**src/design/sdc_pkg.sv**
```systemverilog
// Package of the stick calibration block: word types, register indexes and
// pipeline constants. Used by every module of the block but sdc_div_pipe; depends on nothing.
package sdc_pkg;

	localparam int RAW_W = 16;
	localparam int CFG_W = 17;
	localparam int DZ_W  = 16;

	localparam int DEF_OUT_MIN = -32768;
	localparam int DEF_OUT_MAX = 32767;

	// Register indexes of the configuration port.
	localparam logic [2:0] REG_X_LOW  = 3'd0;
	localparam logic [2:0] REG_X_MID  = 3'd1;
	localparam logic [2:0] REG_X_HIGH = 3'd2;
	localparam logic [2:0] REG_Y_LOW  = 3'd3;
	localparam logic [2:0] REG_Y_MID  = 3'd4;
	localparam logic [2:0] REG_Y_HIGH = 3'd5;
	localparam logic [2:0] REG_DEAD   = 3'd6;
	localparam logic [2:0] REG_MODE   = 3'd7;

	// Calibration modes; the top mode code behaves as the radial one.
	localparam logic [1:0] MODE_BYPASS = 2'd0;
	localparam logic [1:0] MODE_CAL    = 2'd1;
	localparam logic [1:0] MODE_RADIAL = 2'd2;

	// Pipeline depths.
	localparam int QUO_W    = 16;
	localparam int MAG_W    = 32;
	localparam int LANE_LAT = 4 + QUO_W;
	localparam int RAD_LAT  = 4 + MAG_W + QUO_W;
	localparam int PIPE_LAT = LANE_LAT + RAD_LAT;

	typedef struct packed {
		logic signed [RAW_W-1:0] raw_x;
		logic signed [RAW_W-1:0] raw_y;
	} in_t;

	typedef struct packed {
		logic signed [RAW_W-1:0] out_x;
		logic signed [RAW_W-1:0] out_y;
	} out_t;

	typedef struct packed {
		logic signed [CFG_W-1:0] lo;
		logic signed [CFG_W-1:0] mid;
		logic signed [CFG_W-1:0] hi;
		logic [DZ_W-1:0]         dz;
		logic                    bypass;
	} axis_cfg_t;

endpackage

```
**src/design/sdc_div_pipe.sv**
```systemverilog
// Pipelined restoring divider, one quotient bit per stage, with a sideband word.
// Needs sdc_pkg only through its callers; the numerator must give a quotient
// that fits in QW bits.
module sdc_div_pipe #(
	parameter int DW = 17,
	parameter int QW = 16,
	parameter int SW = 1
) (
	input  logic             clk,
	input  logic             arst_n,
	input  logic             in_valid,
	input  logic [QW+DW-1:0] num,
	input  logic [DW-1:0]    den,
	input  logic [SW-1:0]    side_in,
	output logic             out_valid,
	output logic [QW-1:0]    quo,
	output logic [SW-1:0]    side_out
);

	logic          vld_s  [QW];
	logic [DW-1:0] rem_s  [QW];
	logic [QW-1:0] low_s  [QW];
	logic [DW-1:0] den_s  [QW];
	logic [QW-1:0] quo_s  [QW];
	logic [SW-1:0] side_s [QW];

	for (genvar k = 0; k < QW; k++) begin : g_stg
		logic          p_vld;
		logic [DW-1:0] p_rem;
		logic [QW-1:0] p_low;
		logic [DW-1:0] p_den;
		logic [QW-1:0] p_quo;
		logic [SW-1:0] p_side;
		logic [DW:0]   trial;
		logic          ge;

		if (k == 0) begin : g_first
			assign p_vld  = in_valid;
			assign p_rem  = num[QW+DW-1:QW];
			assign p_low  = num[QW-1:0];
			assign p_den  = den;
			assign p_quo  = '0;
			assign p_side = side_in;
		end else begin : g_next
			assign p_vld  = vld_s[k-1];
			assign p_rem  = rem_s[k-1];
			assign p_low  = low_s[k-1];
			assign p_den  = den_s[k-1];
			assign p_quo  = quo_s[k-1];
			assign p_side = side_s[k-1];
		end

		assign trial = {p_rem, p_low[QW-1]};
		assign ge    = trial >= {1'b0, p_den};

		always_ff @(posedge clk or negedge arst_n) begin
			if (!arst_n) begin
				vld_s[k] <= 1'b0;
			end else begin
				vld_s[k] <= p_vld;
			end
		end

		always_ff @(posedge clk) begin
			rem_s[k]  <= ge ? DW'(trial - {1'b0, p_den}) : DW'(trial);
			low_s[k]  <= {p_low[QW-2:0], 1'b0};
			den_s[k]  <= p_den;
			quo_s[k]  <= {p_quo[QW-2:0], ge};
			side_s[k] <= p_side;
		end
	end

	assign out_valid = vld_s[QW-1];
	assign quo       = quo_s[QW-1];
	assign side_out  = side_s[QW-1];

endmodule

```
**src/design/sdc_axis_lane.sv**
```systemverilog
// One axis lane: centre offset, deadzone, per-side scaling and saturation, or bypass.
// Depends on sdc_pkg and sdc_div_pipe.
module sdc_axis_lane import sdc_pkg::*; #(
	parameter int OUT_MIN = DEF_OUT_MIN,
	parameter int OUT_MAX = DEF_OUT_MAX
) (
	input  logic                    clk,
	input  logic                    arst_n,
	input  logic                    in_valid,
	input  logic signed [RAW_W-1:0] raw,
	input  axis_cfg_t               cfg,
	output logic                    out_valid,
	output logic signed [RAW_W-1:0] val
);

	localparam logic [15:0] K_POS = 16'(OUT_MAX);
	localparam logic [15:0] K_NEG = 16'(-OUT_MIN);
	localparam int SIDE_W = RAW_W + 3;

	logic signed [17:0] delta;
	logic signed [17:0] dz18;
	logic signed [18:0] span_p;
	logic signed [18:0] span_n;
	logic signed [18:0] span;
	logic signed [17:0] tr;
	logic               inband;
	logic               pos;
	logic               zero;

	assign delta  = 18'(raw) - 18'(cfg.mid);
	assign dz18   = signed'({2'b00, cfg.dz});
	assign inband = (delta <= dz18) && (delta >= -dz18);
	assign pos    = delta > 18'sd0;
	assign span_p = 19'(cfg.hi) - 19'(cfg.mid) - 19'(dz18);
	assign span_n = 19'(cfg.mid) - 19'(cfg.lo) - 19'(dz18);
	assign span   = pos ? span_p : span_n;
	assign tr     = pos ? (delta - dz18) : -(delta + dz18);
	assign zero   = inband || (span <= 19'sd0);

	logic                    vld_s1, vld_s2, vld_s3;
	logic [16:0]             tr_s1;
	logic [16:0]             span_s1, span_s2, span_s3;
	logic                    neg_s1, neg_s2, neg_s3;
	logic                    zero_s1, zero_s2, zero_s3;
	logic signed [RAW_W-1:0] raw_s1, raw_s2, raw_s3;
	logic [32:0]             num_s2, num_s3;
	logic                    sat_s3;

	always_ff @(posedge clk or negedge arst_n) begin
		if (!arst_n) begin
			vld_s1 <= 1'b0;
			vld_s2 <= 1'b0;
			vld_s3 <= 1'b0;
		end else begin
			vld_s1 <= in_valid;
			vld_s2 <= vld_s1;
			vld_s3 <= vld_s2;
		end
	end

	always_ff @(posedge clk) begin
		tr_s1   <= tr[16:0];
		span_s1 <= zero ? 17'd1 : span[16:0];
		neg_s1  <= !pos;
		zero_s1 <= zero;
		raw_s1  <= raw;

		num_s2  <= 33'(tr_s1) * 33'(neg_s1 ? K_NEG : K_POS);
		span_s2 <= span_s1;
		neg_s2  <= neg_s1;
		zero_s2 <= zero_s1;
		raw_s2  <= raw_s1;

		// A quotient of 2^16 or more saturates whatever the limit.
		sat_s3  <= num_s2[32:16] >= span_s2;
		num_s3  <= num_s2;
		span_s3 <= span_s2;
		neg_s3  <= neg_s2;
		zero_s3 <= zero_s2;
		raw_s3  <= raw_s2;
	end

	logic                    d_vld;
	logic [QUO_W-1:0]        d_quo;
	logic [SIDE_W-1:0]       d_side;
	logic signed [RAW_W-1:0] d_raw;
	logic                    d_zero, d_neg, d_sat;
	logic [16:0]             lim;
	logic [16:0]             qmag;
	logic signed [16:0]      sval;

	sdc_div_pipe #(.DW(17), .QW(QUO_W), .SW(SIDE_W)) u_div (
		.clk      (clk),
		.arst_n   (arst_n),
		.in_valid (vld_s3),
		.num      (num_s3),
		.den      (span_s3),
		.side_in  ({raw_s3, zero_s3, neg_s3, sat_s3}),
		.out_valid(d_vld),
		.quo      (d_quo),
		.side_out (d_side)
	);

	assign {d_raw, d_zero, d_neg, d_sat} = d_side;
	assign lim  = d_neg ? {1'b0, K_NEG} : {1'b0, K_POS};
	assign qmag = (d_sat || ({1'b0, d_quo} > lim)) ? lim : {1'b0, d_quo};
	assign sval = d_neg ? -signed'(qmag) : signed'(qmag);

	logic                    vld_s4;
	logic signed [RAW_W-1:0] val_s4;

	always_ff @(posedge clk or negedge arst_n) begin
		if (!arst_n) begin
			vld_s4 <= 1'b0;
		end else begin
			vld_s4 <= d_vld;
		end
	end

	always_ff @(posedge clk) begin
		if (cfg.bypass) begin
			val_s4 <= d_raw;
		end else if (d_zero) begin
			val_s4 <= '0;
		end else begin
			val_s4 <= sval[RAW_W-1:0];
		end
	end

	assign out_valid = vld_s4;
	assign val       = val_s4;

endmodule

```
**config.mk**
```make
export PLATFORM = sky130hd
export DESIGN_NAME = sdc_axis_lane
export DESIGN_NICKNAME = d
export VERILOG_FILES = /design/src/design/sdc_pkg.sv /design/src/design/sdc_div_pipe.sv /design/src/design/sdc_axis_lane.sv
export SDC_FILE = /design/constraint.sdc
export NUM_CORES = 2
export LEC_CHECK = 0
export ABC_AREA = 1
export BUFFER_PORTS_ARGS = -buffer_cell sky130_fd_sc_hd__buf_4
export CORE_MARGIN = 1.5
export CORE_UTILIZATION = 55
export DETAILED_ROUTE_END_ITERATION = 10
export PLACE_DENSITY = 0.74
export SYNTH_ARGS = -nofsm -noshare
export SYNTH_HDL_FRONTEND = slang
export SYNTH_SLANG_ARGS = --single-unit
export TNS_END_PERCENT = 20
```
**constraint.sdc**
```tcl
create_clock -name clk -period 14.6 [get_ports clk]
set_input_delay 2.19 -clock clk [delete_from_list [all_inputs] [get_ports clk]]
set_output_delay 2.19 -clock clk [all_outputs]
set_load 0.05 [all_outputs]
```
==> flow_metrics.py <==
metrics = {
    "synthesis": {
        "ys_ff_latch": 1295,
        "ys_seq_area_share_pct": 47.2,
        "synth_area_leaders": "dfxtp_1, ha_1, inv_1",
        "synthCells": 5901,
        "postSynth.asyncResetShare_pct": 1.54,
        "syn_area_per_cell_sq_um": 9.35,
        "syn_area_sq_mm": 0.0552,
        "synth_top_area_share_pct": 46.3,
        "synth_top_area_cell": "dfxtp_1",
        "ys.warnings.count": 0,
        "synth-edff-count": 0,
        "synth_cell_types": 58,
        "syn_nets": 6718,
        "synthFlopType": "dfxtp_1",
    },
    "timing": {
        "setup_viol": 0,
        "setup_tns_ps": 0,
        "tightest_slew_ps": 1220,
        "maxSlewHeadroom_pct": 18.8,
        "hold_violations": 0,
        "period_needed_ps": 7060,
        "fmax_ghz": 0.142,
        "finalMaxSlewViolations": 0,
        "rsz0062_at_grt": "no",
        "period_share_pct": 48.4,
        "finClkSkew_ps": 57.1,
    },
    "critical_path": {
        "reg2reg_depth": 28,
        "reg2reg_slack_ps": 7540,
        "cpMostUsedCell": "inv_1",
        "critical_path_class": "register to register",
        "worst_ep_required_time_ps": 15220,
        "slowest_delay_ps": 590,
        "worstPathMaxFanout": 26,
        "critPathLaunchType": "register",
        "critPathArrivalTime_ps": 7680,
        "endpoint_kind": "register",
        "timing.rr.start": "neg_s1",
        "cp_slowest_cell": "a21boi_0",
        "r2r-end": "num_s2[27]",
    },
    "global_route": {
        "antenna_found_initial": 2,
        "grt_max_degree": 36,
        "grt_pass1_vias": 38426,
        "grt_pass1_wl_mm": 188,
        "grt_util_all_layers_pct": 22.7,
        "overflow": 0,
    },
    "flow_run": {
        "cap_violations": 0,
    },
    "finish": {
        "n_antenna_cell": 0,
        "drive_gt1_share_pct": 5.72,
        "fillers": 8012,
        "syn_to_final_growth_pct": 11.6,
        "final_common_cell": "dfxtp_1",
        "final_cell_mix": "dfxtp_1, inv_1, nand2_1",
        "nets": 6864,
    },
    "cts": {
        "root_buffer": "clkbuf_16",
        "clkSlewWorstSetupHoldPaths_ps": 60,
        "clock_sinks": 1295,
        "postCtsSetupBuffers": 0,
        "cts-resized-gates": 0,
        "tritoncts": "done",
        "cts_max_level": 3,
        "cts_inserted_buffers": 120,
        "cts_buffer_depth": 3,
        "holdBufCountCts": 0,
        "clkLatencyLatePin_ps": 730,
    },
    "routing": {
        "routed_wirelength_mm": 116,
        "wl_per_cell_microns": 15.6,
        "initialDrtViolationCount": 2175,
        "vias": 37937,
        "ant_nets": 0,
        "drc_errors": 0,
        "vias_per_cell": 5.10,
        "firstDrtPassIters": 6,
    },
    "floorplan": {
        "die_h_microns": 320,
        "core_sq_mm": 0.0989,
        "pin_count": 104,
        "rows": 115,
        "dieArea_sq_mm": 0.102,
        "start_util_pct": 55.8,
        "die_w_microns": 320,
    },
    "min_path": {
        "min_path_cells": 0,
        "hold_path_end": "u_div.low_s[8][9]",
        "hp-class": "register to register",
        "holdCritStartpoint": "u_div.low_s[7][8]",
    },
    "place": {
        "port-buffer-count": 103,
        "gp_congestion": 0.932,
        "dp_hpwl_mm": 90.8,
    },
    "run_status": {
        "status": "finished clean",
    },
}
==> cells by family after synthesis <==
family | Yosys count | synth area share [%]
AOI/OAI and AO/OA | 1113 | 10.9
xor gates and xnor gates | 334 | 5.37
adders and majority gates | 730 | 19.1
buffers and inverters | 1092 | 7.50
DFF | 1295 | 47.2
other | 1 | 0.00680
and+or+nand+nor | 1336 | 9.98
==> layer usage <==
layer	GRT usage, %	vias to the layer above	routed length, microns
met5	0	-	0
met2	42.2	765	59200
met1	26.7	17702	48600
met3	2.74	236	4450
li1	-	19234	-
met4	8.08	0	3530
==> synthesized netlist by cell type, types with 2 or more instances <==
cell type,count
o21bai_1,26
o211ai_1,13
xor2_4,2
a21o_1,13
nand4_1,54
ha_1,546
a21boi_1,3
o311ai_0,2
nand3_1,107
buf_2,3
nor2_1,366
nor4_1,12
o21ai_1,5
a21boi_0,17
nand2_1,721
nand2_2,11
nor2_2,12
xnor2_1,128
a21oi_1,559
o21ai_0,374
o21a_1,11
nand3b_1,11
xor2_1,204
or2_2,5
buf_4,2
o221ai_1,2
inv_2,5
a31oi_1,28
a211o_1,7
inv_1,1006
fa_1,184
o31ai_1,34
clkbuf_1,71
nor3_1,30
nand2_4,3
dfrtp_1,20
and2_1,2
a211oi_1,7
buf_6,2
dfxtp_1,1275
==> metrics by stage <==
step                      utilization (%)  hold WS [ps]  instances  setup WS [ps]  instance area, sq um
after floorplan                         -           310       5901           8240                 55200
after global placement               57.9           310       7212           7710                 57200
after detailed placement             57.9           312       7212           7500                 57200
after CTS                            62.3           306       7437           7500                 61600
after global routing                 62.3           317       7437           6900                 61600
final                                62.3           301       7437           7540                 61600
==> flip-flops by register name (all words and copies together), names as in the netlist, 15 cells and up <==
name and flops:
num_s2 33, num_s3 33, raw_s1 16, raw_s2 16
raw_s3 16, span_s1 17, span_s2 17, span_s3 17
tr_s1 17, u_div.den_s 255, u_div.g_stg.p_vld 15, u_div.low_s 120
u_div.quo_s 136, u_div.rem_s 255, u_div.side_s 304, val 16
==> worst max-delay path by stage <==
stage	slack, ps	depth (start not counted)	startpoint	end
6_report	7540	28	neg_s1	num_s2[27]
5_1_grt	6900	28	neg_s1	num_s2[27]
4_1_cts	7500	28	neg_s1	num_s2[27]
3_5_place_dp	7500	28	neg_s1	num_s2[27]
3_3_place_gp	7710	28	neg_s1	num_s2[27]
2_1_floorplan	8240	25	neg_s1	num_s2[32]
==> worst max-delay path, delay by kind of cell, from the launching register on <==
kind,cells,cell delay (ps)
buf+inv,6,600
fa+ha+maj,7,2600
compound gates,7,1910
flops,1,290
simple gates,6,1240
xor+xnor,2,280
==> final cells by class <==
class / instances / area, sq um / share of cell area, %
flip-flops and latches: 1295 / 26000 / 42.3
multi-input cells: 3514 / 25000 / 40.6
inverters: 1012 / 3800 / 6.17
clock buffers: 161 / 3360 / 5.45
well taps: 1287 / 1610 / 2.62
clock inverters: 64 / 1010 / 1.65
repair buffers: 104 / 781 / 1.27
Power is left out: the tool's default activity adds up to more than one toggle a clock period on the data nets, which glitch-free logic cannot reach.
